`config.mk`:
```
export PLATFORM = sky130hd
export DESIGN_NAME = telnet_receive_parser_unit
export DESIGN_NICKNAME = d
export VERILOG_FILES = /design/src/hdl/trp_pkg.sv /design/src/hdl/telnet_receive_parser_unit.sv /design/src/hdl/trp_front.sv /design/src/hdl/trp_queue.sv /design/src/hdl/trp_back.sv
export SDC_FILE = /design/constraint.sdc
export NUM_CORES = 1
export LEC_CHECK = 0
export BUFFER_PORTS_ARGS = -buffer_cell sky130_fd_sc_hd__clkbuf_2
export CAP_MARGIN = 20
export CORE_MARGIN = 5
export CORE_UTILIZATION = 35
export DETAILED_ROUTE_END_ITERATION = 8
export SLEW_MARGIN = 0
export SYNTH_ARGS = -nofsm -noshare
export SYNTH_HDL_FRONTEND = slang
export SYNTH_SLANG_ARGS = --single-unit
```
`constraint.sdc`:
```
create_clock -name clk -period 4.9 [get_ports clk]
set_clock_uncertainty 0.2 [all_clocks]
set_input_delay 0.245 -clock clk [delete_from_list [all_inputs] [get_ports clk]]
set_output_delay 0.245 -clock clk [all_outputs]
set_load 0.03 [all_outputs]
```
`src/hdl/trp_pkg.sv`:
```
`timescale 1ns / 1ps
`default_nettype none
package trp_pkg;

    localparam int TRP_QUEUE_DEPTH = 4;
    localparam int SUB_DEPTH = 4;

    localparam logic [7:0] B_IAC  = 8'hff;
    localparam logic [7:0] B_SE   = 8'd240;
    localparam logic [7:0] B_SB   = 8'd250;
    localparam logic [7:0] B_WILL = 8'd251;
    localparam logic [7:0] B_DO   = 8'd253;
    localparam logic [7:0] B_CR   = 8'd13;
    localparam logic [7:0] B_LF   = 8'd10;
    localparam logic [7:0] B_NUL  = 8'd0;
    localparam logic [7:0] OPT_ECHO  = 8'd1;
    localparam logic [7:0] OPT_SGA   = 8'd3;
    localparam logic [7:0] OPT_TTYPE = 8'd24;
    localparam logic [7:0] OPT_NAWS  = 8'd31;
    localparam logic [7:0] TT_SEND   = 8'd1;

    localparam logic [1:0] KIND_DATA  = 2'd0;
    localparam logic [1:0] KIND_REPLY = 2'd1;
    localparam logic [1:0] KIND_NONE  = 2'd2;

    // work codes handed from front to back
    localparam logic [2:0] OP_NONE         = 3'd0;
    localparam logic [2:0] OP_DATA         = 3'd1;
    localparam logic [2:0] OP_CONNECT      = 3'd2;
    localparam logic [2:0] OP_SEND_TT      = 3'd3;
    localparam logic [2:0] OP_SEND_TT_INIT = 3'd4;
    localparam logic [2:0] OP_SEND_NAWS    = 3'd5;

    typedef struct packed {
        logic       func;
        logic [7:0] rx_byte;
        logic       chunk_end;
    } trp_in_t;

    typedef struct packed {
        logic [1:0]  kind;
        logic [7:0]  out_byte;
        logic        echo;
        logic [15:0] win_width;
        logic [15:0] win_height;
        logic        chunk_done;
        logic        last;
    } trp_out_t;

    typedef struct packed {
        logic [2:0]  op;
        logic [7:0]  data;
        logic        echo;
        logic [15:0] win_width;
        logic [15:0] win_height;
        logic        chunk_end;
    } trp_desc_t;

    function automatic logic [3:0] reply_len(input logic [2:0] op);
        logic [3:0] n;
        case (op)
            OP_CONNECT:      n = 4'd3;
            OP_SEND_TT:      n = 4'd6;
            OP_SEND_NAWS:    n = 4'd6;
            OP_SEND_TT_INIT: n = 4'd15;
            default:         n = 4'd1;
        endcase
        return n;
    endfunction

    function automatic logic [7:0] reply_byte(input logic [2:0] op, input logic [3:0] idx);
        logic [7:0] opt;
        logic [7:0] b;
        opt = (op == OP_SEND_NAWS) ? OPT_NAWS : OPT_TTYPE;
        if (op == OP_CONNECT) begin
            case (idx)
                4'd0:    b = B_IAC;
                4'd1:    b = B_DO;
                default: b = OPT_TTYPE;
            endcase
        end
        else begin
            case (idx)
                4'd0:    b = B_IAC;
                4'd1:    b = B_SB;
                4'd2:    b = opt;
                4'd3:    b = TT_SEND;
                4'd4:    b = B_IAC;
                4'd5:    b = B_SE;
                4'd6:    b = B_IAC;
                4'd7:    b = B_WILL;
                4'd8:    b = OPT_ECHO;
                4'd9:    b = B_IAC;
                4'd10:   b = B_WILL;
                4'd11:   b = OPT_SGA;
                4'd12:   b = B_IAC;
                4'd13:   b = B_DO;
                default: b = OPT_NAWS;
            endcase
        end
        return b;
    endfunction

endpackage
`default_nettype wire

```
`src/hdl/telnet_receive_parser_unit.sv`:
```
`timescale 1ns / 1ps
`default_nettype none
// An item's results pass through the descriptor queue and the output register.
// Throughput: one item per cycle when each item gives one result and pop stays
// high; a reply of n results (3, 6 or 15) holds the output sequencer for all n.
// The descriptor queue (QUEUE_DEPTH entries) absorbs bursts behind long replies.
// Reset (rst_n low, async): parser state, window size, echo flag and queue cleared.
module telnet_receive_parser_unit
    import trp_pkg::*;
#(
    parameter int QUEUE_DEPTH = TRP_QUEUE_DEPTH
)
(
    input  wire logic     clk,
    input  wire logic     rst_n,
    input  wire logic     push,
    output logic          full,
    input  wire trp_in_t  item,
    output logic          empty,
    input  wire logic     pop,
    output trp_out_t      result,
    input  wire logic     cfg_valid,
    output logic          cfg_ready,
    input  wire logic     cfg_data
);

    trp_desc_t desc;
    trp_desc_t head;
    logic      accept;
    logic      head_valid;
    logic      head_done;

    assign cfg_ready = 1'b1;
    assign accept = push && !full;

    trp_front u_front (
        .clk      (clk),
        .rst_n    (rst_n),
        .accept   (accept),
        .item     (item),
        .cfg_we   (cfg_valid && cfg_ready),
        .cfg_data (cfg_data),
        .desc     (desc)
    );

    trp_queue #(
        .DEPTH (QUEUE_DEPTH)
    ) u_queue (
        .clk     (clk),
        .rst_n   (rst_n),
        .wr_en   (accept),
        .wr_data (desc),
        .rd_en   (head_done),
        .rd_data (head),
        .q_full  (full),
        .q_valid (head_valid)
    );

    trp_back u_back (
        .clk        (clk),
        .rst_n      (rst_n),
        .head       (head),
        .head_valid (head_valid),
        .head_done  (head_done),
        .pop        (pop),
        .empty      (empty),
        .result     (result)
    );

endmodule
`default_nettype wire

```
`src/hdl/trp_front.sv`:
```
`timescale 1ns / 1ps
`default_nettype none
module trp_front
    import trp_pkg::*;
(
    input  wire logic      clk,
    input  wire logic      rst_n,
    input  wire logic      accept,
    input  wire trp_in_t   item,
    input  wire logic      cfg_we,
    input  wire logic      cfg_data,
    output trp_desc_t      desc
);

    localparam logic [2:0] S_NORMAL = 3'd0;
    localparam logic [2:0] S_CR     = 3'd1;
    localparam logic [2:0] S_IAC    = 3'd2;
    localparam logic [2:0] S_OPT    = 3'd3;
    localparam logic [2:0] S_SUB    = 3'd4;
    localparam logic [2:0] S_SUBIAC = 3'd5;
    localparam logic [2:0] SUB_FULL = 3'(SUB_DEPTH);

    logic [2:0]  state_reg, state_next;
    logic [7:0]  opt_reg, opt_next;
    logic        expl_reg, expl_next;
    logic [7:0]  sub_reg [SUB_DEPTH];
    logic [7:0]  sub_next [SUB_DEPTH];
    logic [2:0]  cnt_reg, cnt_next;
    logic [15:0] ww_reg, ww_next;
    logic [15:0] wh_reg, wh_next;
    logic        echo_reg;
    logic [2:0]  op;
    logic [7:0]  data;

    always_comb
    begin
        logic [7:0] b;
        logic [2:0] c;
        b = item.rx_byte;
        c = cnt_reg;
        state_next = state_reg;
        opt_next = opt_reg;
        expl_next = expl_reg;
        sub_next = sub_reg;
        cnt_next = cnt_reg;
        ww_next = ww_reg;
        wh_next = wh_reg;
        op = OP_NONE;
        data = '0;
        if (item.func) begin
            op = OP_CONNECT;
        end
        else begin
            case (state_reg)
                S_CR:
                begin
                    op = OP_DATA;
                    data = (b == B_NUL) ? B_LF : b;
                    state_next = S_NORMAL;
                end
                S_IAC:
                begin
                    if (b == B_IAC) begin
                        op = OP_DATA;
                        data = B_IAC;
                        state_next = S_NORMAL;
                    end
                    else if (b >= B_SE) begin
                        opt_next = b;
                        state_next = S_OPT;
                    end
                    else begin
                        state_next = S_NORMAL;
                    end
                end
                S_OPT:
                begin
                    if (opt_reg == B_SB) begin
                        opt_next = b;
                        cnt_next = '0;
                        state_next = S_SUB;
                    end
                    else begin
                        state_next = S_NORMAL;
                        if (opt_reg == B_WILL && b == OPT_TTYPE) begin
                            op = expl_reg ? OP_SEND_TT : OP_SEND_TT_INIT;
                            expl_next = 1'b1;
                        end
                        else if (opt_reg == B_WILL && b == OPT_NAWS) begin
                            op = OP_SEND_NAWS;
                        end
                    end
                end
                S_SUB:
                begin
                    if (b == B_IAC) begin
                        state_next = S_SUBIAC;
                    end
                    else if (cnt_reg < SUB_FULL) begin
                        sub_next[cnt_reg[1:0]] = b;
                        cnt_next = cnt_reg + 3'd1;
                    end
                end
                S_SUBIAC:
                begin
                    if (b == B_SE) begin
                        if (opt_reg == OPT_NAWS && cnt_reg == SUB_FULL) begin
                            ww_next = {sub_reg[0], sub_reg[1]};
                            wh_next = {sub_reg[2], sub_reg[3]};
                        end
                        cnt_next = '0;
                        state_next = S_NORMAL;
                    end
                    else begin
                        if (b != B_IAC && c < SUB_FULL) begin
                            sub_next[c[1:0]] = B_IAC;
                            c = c + 3'd1;
                        end
                        if (c < SUB_FULL) begin
                            sub_next[c[1:0]] = b;
                            c = c + 3'd1;
                        end
                        cnt_next = c;
                        state_next = S_SUB;
                    end
                end
                default:
                begin
                    state_next = S_NORMAL;
                    if (b == B_IAC) begin
                        state_next = S_IAC;
                    end
                    else if (b == B_CR) begin
                        op = OP_DATA;
                        data = B_CR;
                        state_next = S_CR;
                    end
                    else if (b < B_SE) begin
                        op = OP_DATA;
                        data = b;
                    end
                end
            endcase
        end
    end

    always_comb
    begin
        desc.op = op;
        desc.data = data;
        desc.echo = echo_reg;
        desc.win_width = ww_next;
        desc.win_height = wh_next;
        desc.chunk_end = item.chunk_end;
    end

    always_ff @(posedge clk or negedge rst_n)
    begin
        if (!rst_n) begin
            state_reg <= S_NORMAL;
            opt_reg <= '0;
            expl_reg <= 1'b0;
            cnt_reg <= '0;
            ww_reg <= '0;
            wh_reg <= '0;
            echo_reg <= 1'b0;
        end
        else begin
            if (cfg_we) begin
                echo_reg <= cfg_data;
            end
            if (accept) begin
                state_reg <= state_next;
                opt_reg <= opt_next;
                expl_reg <= expl_next;
                cnt_reg <= cnt_next;
                ww_reg <= ww_next;
                wh_reg <= wh_next;
            end
        end
    end

    always_ff @(posedge clk)
    begin
        if (accept) begin
            sub_reg <= sub_next;
        end
    end

endmodule
`default_nettype wire

```
`src/hdl/trp_queue.sv`:
```
`timescale 1ns / 1ps
`default_nettype none
module trp_queue
    import trp_pkg::*;
#(
    parameter int DEPTH = TRP_QUEUE_DEPTH
)
(
    input  wire logic      clk,
    input  wire logic      rst_n,
    input  wire logic      wr_en,
    input  wire trp_desc_t wr_data,
    input  wire logic      rd_en,
    output trp_desc_t      rd_data,
    output logic           q_full,
    output logic           q_valid
);

    localparam int PW = (DEPTH > 1) ? $clog2(DEPTH) : 1;
    localparam int CW = $clog2(DEPTH + 1);
    localparam logic [PW-1:0] LAST_PTR = PW'(DEPTH - 1);
    localparam logic [CW-1:0] FULL_CNT = CW'(DEPTH);

    trp_desc_t   mem_reg [DEPTH];
    logic [PW-1:0] wr_ptr_reg, rd_ptr_reg;
    logic [CW-1:0] cnt_reg;
    logic          do_wr, do_rd;

    assign q_full = (cnt_reg == FULL_CNT);
    assign q_valid = (cnt_reg != '0);
    assign do_wr = wr_en && !q_full;
    assign do_rd = rd_en && q_valid;
    assign rd_data = mem_reg[rd_ptr_reg];

    always_ff @(posedge clk or negedge rst_n)
    begin
        if (!rst_n) begin
            wr_ptr_reg <= '0;
            rd_ptr_reg <= '0;
            cnt_reg <= '0;
        end
        else begin
            if (do_wr) begin
                wr_ptr_reg <= (wr_ptr_reg == LAST_PTR) ? '0 : wr_ptr_reg + PW'(1);
            end
            if (do_rd) begin
                rd_ptr_reg <= (rd_ptr_reg == LAST_PTR) ? '0 : rd_ptr_reg + PW'(1);
            end
            if (do_wr && !do_rd) begin
                cnt_reg <= cnt_reg + CW'(1);
            end
            else if (do_rd && !do_wr) begin
                cnt_reg <= cnt_reg - CW'(1);
            end
        end
    end

    always_ff @(posedge clk)
    begin
        if (do_wr) begin
            mem_reg[wr_ptr_reg] <= wr_data;
        end
    end

endmodule
`default_nettype wire

```
`src/hdl/trp_back.sv`:
```
`timescale 1ns / 1ps
`default_nettype none
module trp_back
    import trp_pkg::*;
(
    input  wire logic      clk,
    input  wire logic      rst_n,
    input  wire trp_desc_t head,
    input  wire logic      head_valid,
    output logic           head_done,
    input  wire logic      pop,
    output logic           empty,
    output trp_out_t       result
);

    logic [3:0] idx_reg;
    logic       out_valid_reg;
    trp_out_t   out_reg;
    trp_out_t   gen;
    logic       load;
    logic       is_last;

    assign load = head_valid && (!out_valid_reg || pop);
    assign is_last = (idx_reg == reply_len(head.op) - 4'd1);
    assign head_done = load && is_last;
    assign empty = !out_valid_reg;
    assign result = out_reg;

    always_comb
    begin
        gen.win_width = head.win_width;
        gen.win_height = head.win_height;
        gen.last = is_last;
        gen.chunk_done = is_last && head.chunk_end;
        gen.echo = 1'b0;
        case (head.op)
            OP_NONE:
            begin
                gen.kind = KIND_NONE;
                gen.out_byte = '0;
            end
            OP_DATA:
            begin
                gen.kind = KIND_DATA;
                gen.out_byte = head.data;
                gen.echo = head.echo;
            end
            default:
            begin
                gen.kind = KIND_REPLY;
                gen.out_byte = reply_byte(head.op, idx_reg);
            end
        endcase
    end

    always_ff @(posedge clk or negedge rst_n)
    begin
        if (!rst_n) begin
            idx_reg <= '0;
            out_valid_reg <= 1'b0;
        end
        else begin
            if (load) begin
                out_valid_reg <= 1'b1;
                idx_reg <= is_last ? 4'd0 : idx_reg + 4'd1;
            end
            else if (pop) begin
                out_valid_reg <= 1'b0;
            end
        end
    end

    always_ff @(posedge clk)
    begin
        if (load) begin
            out_reg <= gen;
        end
    end

endmodule
`default_nettype wire

```
Word-level counts from Yosys, hierarchy flattened. Memory sizes are Yosys's and may differ from the RTL's. Cells that the tools add are included.

Register bits after elaboration: 137. Memory bits (writable): 180. Bits of input ports: 16. Output and inout bits: 48. Word-level logic and storage cells: 205. Memories kept: 1.

Memories: u_queue.mem_reg (words 4, bits a word 45, rd ports 1, clocked after memory_dff 0, wr ports 1, RTL line trp_queue.sv:24) `trp_desc_t mem_reg [DEPTH];`.

Add/subtract/negate cells: 8. $lt $le $gt $ge: 8. Eq/ne operators: 44. Mux-type cells: 77. Bitwise logic cells: 5. Reduce and logical (&&, ||, !) cells: 39.

Operator list (count): two-way mux 32 bit (8); two-way mux 16 bit (8); two-way mux 8 bit (12); two-way mux 3 bit (24); bitwise mux 32 bit (2); case mux 32 bit (2 select lines) (1); case mux 8 bit (8 select lines) (1); demux 8 bit (select 2 bit) (2); equality test 8 bit, second input constant (4); OR 32 bit (1); case mux 8 bit (2 select lines) (2); equality test 4 bit, second input constant (6); equality test 8 x 5 -> 1 bit, second input constant (3); case mux 8 bit (3 select lines) (1); case mux 10 bit (2 select lines) (1); equality test 3 bit, second input constant (6); AND reduction 6 bit (3); equality test 4 x 3 -> 1 bit, second input constant (4); case mux 3 bit (5 select lines) (1); logical AND 1 bit (14); equality test 3 x 2 -> 1 bit, second input constant (4); case mux 3 bit (4 select lines) (1); case mux 4 bit (3 select lines) (1); adder 3 x 1 -> 3 bit, second input constant (3); other kinds (36) (68).

Depth between registers and ports, before layout.
Depth in word-level cells: 15. Mapped depth: 13. Gate-level depth less buffers: 12.

Cells and area by module. Synthesis repeated with hierarchy kept, for this count alone.

Cell total of the unflattened synthesis: 846. Area total of the unflattened synthesis: 13829.5 µm².

By module, submodules not included: trp_queue (instances 1, cells each 272, area an instance 6936.7 µm², sequential area each 5580.4 µm²); trp_front (instances 1, cells each 421, area an instance 4739.5 µm², sequential area each 2162.1 µm²); trp_back (instances 1, cells each 150, area an instance 2128.3 µm², sequential area each 1476.4 µm²); telnet_receive_parser_unit (instances 1, cells each 3, area an instance 25.0 µm², sequential area each 0.0 µm²).

Worst setup path before layout. Ideal clock, no wire load.

Path kind: register to register. From: register u_queue.cnt_reg[0]. To: register u_queue.cnt_reg[2]. Arrival time: 3.186 ns. Path slack: 1.435 ns. Cell stages (with the launch flop): 13. Path buffers: 0. Period minus slack after synthesis: 3.465 ns. Cells stage by stage: dfrtp_1 -> nor3_1 -> a21o_1 -> clkinv_1 -> nand2_1 -> nor3_2 -> inv_1 -> ha_1 -> inv_1 -> fa_1 -> xor2_1 -> nor2_1 -> xor2_1.

Word-level cells in the longest chain between the ends: 7. Elaborated cells between the ends (all ways): 17.

RTL lines: from (decl) (RTL line trp_queue.sv:26) `logic [CW-1:0] cnt_reg;`; from (signal assigned) (RTL line trp_queue.sv:50) `cnt_reg <= cnt_reg + CW'(1);`; from (signal assigned) (RTL line trp_queue.sv:53) `cnt_reg <= cnt_reg - CW'(1);`; nonzero test 3 bit * (RTL line trp_queue.sv:30) `assign q_valid = (cnt_reg != '0);`; logical AND 1 bit * (RTL line trp_back.sv:23) `assign load = head_valid && (!out_valid_reg || pop);`; via u_back.load (RTL line trp_back.sv:20) `logic load;`; logical AND 1 bit * (RTL line trp_back.sv:25) `assign head_done = load && is_last;`; logical AND 1 bit * (RTL line trp_queue.sv:32) `assign do_rd = rd_en && q_valid;`; zero test 1 bit (RTL line trp_queue.sv:49) `if (do_wr && !do_rd) begin`; logical AND 1 bit (RTL line trp_queue.sv:49); two-way mux 3 bit or nonzero test 2 bit (tied branches).

Mark *: on every way through the listed nets, which the timed path passes. The rest lies on a longest branch. The select of a mux whose other input is x is not followed. A chain may end at the register's enable or synchronous reset.

Final worst setup path.
From: register u_queue.rd_ptr_reg[1]. To: register u_queue.cnt_reg[2].

Word-level cells in the longest chain between the ends: 11. Elaborated cells between the ends (all ways): 16.

RTL lines: from (decl) (RTL line trp_queue.sv:25) `logic [PW-1:0] wr_ptr_reg, rd_ptr_reg;`; from (signal assigned) (RTL line trp_queue.sv:47) `rd_ptr_reg <= (rd_ptr_reg == LAST_PTR) ? '0 : rd_ptr_reg + PW'(1);`; memory (4 x 45 bit) *; equality test 3 x 2 -> 1 bit or equality test 3 bit (tied branches) (RTL line trp_pkg.sv:61) `case (op)`; OR reduction 2 bit (no line); case mux 4 bit (3 select lines) * (RTL line trp_pkg.sv:61); subtractor 4 x 1 -> 4 bit * (RTL line trp_back.sv:24) `assign is_last = (idx_reg == reply_len(head.op) - 4'd1);`; equality test 4 bit * (RTL line trp_back.sv:24); logical AND 1 bit * (RTL line trp_back.sv:25); logical AND 1 bit * (RTL line trp_queue.sv:32); zero test 1 bit (RTL line trp_queue.sv:49); logical AND 1 bit (RTL line trp_queue.sv:49); two-way mux 3 bit or nonzero test 2 bit (tied branches).

Mark *: on every way between the ends. The rest lies on a longest branch, timed or not.

==> results.sh <==
export IMPL_status="completed"
export IMPL_root_buffer="clkbuf_16"
export IMPL_vias=7602
export IMPL_irDropWorstVdd_v=0.000217
export IMPL_cts_hold_buf=6
export IMPL_avgRoutedWirePerCell_um=18.0
export IMPL_largest_reg_flops=180
export IMPL_reg2reg_depth=12
export IMPL_finalSetupTns_ns=0
export IMPL_rr_startpoint="u_queue.rd_ptr_reg[1]"
export IMPL_antenna_found_initial=2
export IMPL_synth_area_um2=13700
export IMPL_grt_pass1_wl_mm=43.2
export IMPL_power_uw=8260
export IMPL_max_freq_ghz=0.272
export IMPL_hold_violations=0
export IMPL_cp_required_ns=5.11
export IMPL_cp_end_kind="register"
export IMPL_drive_gt1_share_pct=23.2
export IMPL_insertion_delay_ns=0.50
export IMPL_cp_cell_sequence="mux4_2 > nor2b_1 > a22o_1 > a32oi_1 > nor3_2 > inv_1 > ha_1 > inv_1 > fa_1 > xor2_1 > nor2_1 > xor2_1"
export IMPL_cts_resized=0
export IMPL_drt_iter0_drc=437
export IMPL_cts_sinks=317
export IMPL_tightest_slew_ns=0.916
export IMPL_die_area_um2=43200
export IMPL_synth_fp_nets=925
export IMPL_holdWs_ns=0.0264
export IMPL_setup_viol=0
export IMPL_yosysSeqAreaShare_pct=67.3
export IMPL_power_density_nw_per_um2=528
export IMPL_start_util_pct=35.4
export IMPL_slowest_delay_ns=0.85
export IMPL_synth_edf_count=257
export IMPL_place_congestion=0.833
export IMPL_rrSetupSlack_ns=1.22
export IMPL_fp_row_count=72
export IMPL_h_tree_depth=2
export IMPL_die_h_um=208
export IMPL_min_path_type="input port to register"
export IMPL_fin_crit_sh_pct=75.1
export IMPL_yosys_most_used_dff="edfxtp_1"
export IMPL_io_pins=64
export IMPL_rsz0062_at_grt="false"
export IMPL_cts_buffers=34
export IMPL_dpl_hpwl_mm=17.2
export IMPL_cp_slowest_cell="dfrtp_2"
export IMPL_drv_cap=0
export IMPL_synth_cells=890
export IMPL_finalNetCount=992
export IMPL_core_um2=38700
export IMPL_slew_headroom_pct=38.9
export IMPL_syn_avg_cell_area_um2=15.4
export IMPL_synth_seq_cells=317
export IMPL_crit_type="register to register"
export IMPL_ff_latch_area_um2=9220
export IMPL_track_usage_pct=12.2
export IMPL_cp_num_buf_inv=2
export IMPL_critPathArrivalTime_ns=3.89
export IMPL_ant_nets=0
export IMPL_via_per_inst=5.06
export IMPL_p_leak_uw=0.00566
export IMPL_hold_start="item[6]"
export IMPL_multi_input_area_um2=4130
export IMPL_hold_depth=2
export IMPL_route_detailed_drc=0
export IMPL_drt_first_pass_iters=5
export IMPL_cts_buffer_depth=3
export IMPL_clk_pin_slew_ns=0.06
export IMPL_ys_warnings_count=0
export IMPL_synthToLayoutAreaGrowth_pct=14.3
export IMPL_async_reset_ff_share_pct=18.9
export IMPL_io_buffers=62
export IMPL_cts_tree="built"
export IMPL_whs_endpoint="u_front.opt_reg[5]"
export IMPL_startpoint_type="register"
export IMPL_r2r_end="u_queue.cnt_reg[2]"
export IMPL_path_depth=12
export IMPL_first_global_vias=7699
export IMPL_crit_start="u_queue.rd_ptr_reg[1]"
export IMPL_fin_crit_ns=3.68
export IMPL_slew_viol_final=0
export IMPL_wirelength_mm=27.0
export IMPL_synth_cell_types=66
export IMPL_overflow=0
export IMPL_die_w_um=208
export IMPL_grt_max_degree=61
export IMPL_path_max_fanout=30
export IMPL_cpLargestDelayFamily="flip-flops"
export IMPL_cts_setup_buffers=0
export IMPL_fin_util_pct=40.4
export IMPL_fill_cells=3554
synth_stat cells, drive strengths merged, types with 13 or more instances:
cell type	count	share of area, %
a21oi	25	0.91
and2	13	0.59
buf	23	1.1
clkbuf	26	0.71
dfrtp	60	11
edfxtp	257	56
ha	18	1.6
inv	30	0.82
mux2	74	6.1
mux4	45	7.4
nand2	51	1.4
nand3	14	0.51
nor2	46	1.3
nor3	14	0.58
o21ai	68	2.5
stage by stage:
stage,setup WS (ns),instance area (µm²),instances
finish,1.22,15700,1503
global route,0.996,15700,1501
CTS,1.18,15700,1501
detailed placement,1.24,14500,1433
global placement,1.27,14500,1433
floorplan,1.44,13700,890
layout make-up:
cell class / count / area share [%]
antenna: 2 / 0.0320
clock inverter: 10 / 0.487
tap: 518 / 4.14
multi-input combinational: 492 / 26.3
sequential: 317 / 58.9
clock buffer: 52 / 6.40
inverter: 32 / 0.767
timing repair buffer: 80 / 2.94
cell usage in the layout, fill, tap and decap left out, drive strengths merged, types with 3 or more instances in the layout:
| cell type | Yosys | routed |
|---|---|---|
| inv | 30 | 31 |
| dfrtp | 60 | 60 |
| or2 | 3 | 3 |
| nand2b | 8 | 8 |
| nand4 | 4 | 4 |
| a21oi | 25 | 25 |
| o21a | 4 | 4 |
| mux2 | 74 | 74 |
| buf | 23 | 12 |
| ha | 18 | 18 |
| a22o | 3 | 3 |
| o211ai | 5 | 5 |
| xor2 | 3 | 3 |
| nor4 | 4 | 4 |
| and3 | 11 | 11 |
| clkinv | 2 | 9 |
| a21o | 3 | 3 |
| mux4 | 45 | 45 |
| o22ai | 10 | 10 |
| and2 | 13 | 13 |
| o21ai | 68 | 68 |
| dlygate4sd3 | 0 | 6 |
| o31a | 3 | 3 |
| mux2i | 12 | 12 |
| nor2b | 4 | 4 |
| clkbuf | 26 | 114 |
| nand3 | 14 | 14 |
| a211oi | 3 | 3 |
| nor2 | 46 | 46 |
| or3 | 6 | 6 |
| edfxtp | 257 | 257 |
| o2bb2ai | 8 | 8 |
| nand2 | 51 | 51 |
| nor3 | 14 | 14 |
how the worst max path moves through the flow:
stage / endpoint / slack, ns
after floorplan: u_queue.cnt_reg[2] / 1.44
after global placement: u_queue.cnt_reg[2] / 1.27
after detailed placement: u_queue.cnt_reg[2] / 1.24
after CTS: u_queue.cnt_reg[2] / 1.18
after global routing: u_queue.cnt_reg[2] / 1.0
final: u_queue.cnt_reg[2] / 1.22
power breakdown:
part / switching [µW] / internal [µW]
clock: 983 / 1470
sequential: 213 / 3590
combinational: 1260 / 758
total: 2450 / 5810
logic make-up (layout without fill, tap and decap cells):
kind of cell               after synthesis  after routing  synth area share, %
AOI/OAI and AO/OA                      149            149                 6.62
and+or+nand+nor                        187            187                 6.96
other                                    1              3               0.0274
adders and majority gates               19             19                 1.79
DFF                                    317            317                 67.3
muxes                                  131            131                 14.4
buffers and inverters                   81            174                 2.65
xor gates and xnor gates                 5              5                0.320
metal layers:
layer  wire, µm  up-vias  track usage [%]
li1           -     3557                -
met1      12300     3850             16.8
met2      13000      146             20.2
met3       1210       47             2.45
met4        491        2             2.83
met5          7        -                0
No activity file was read; power rests on OpenSTA's default activity.
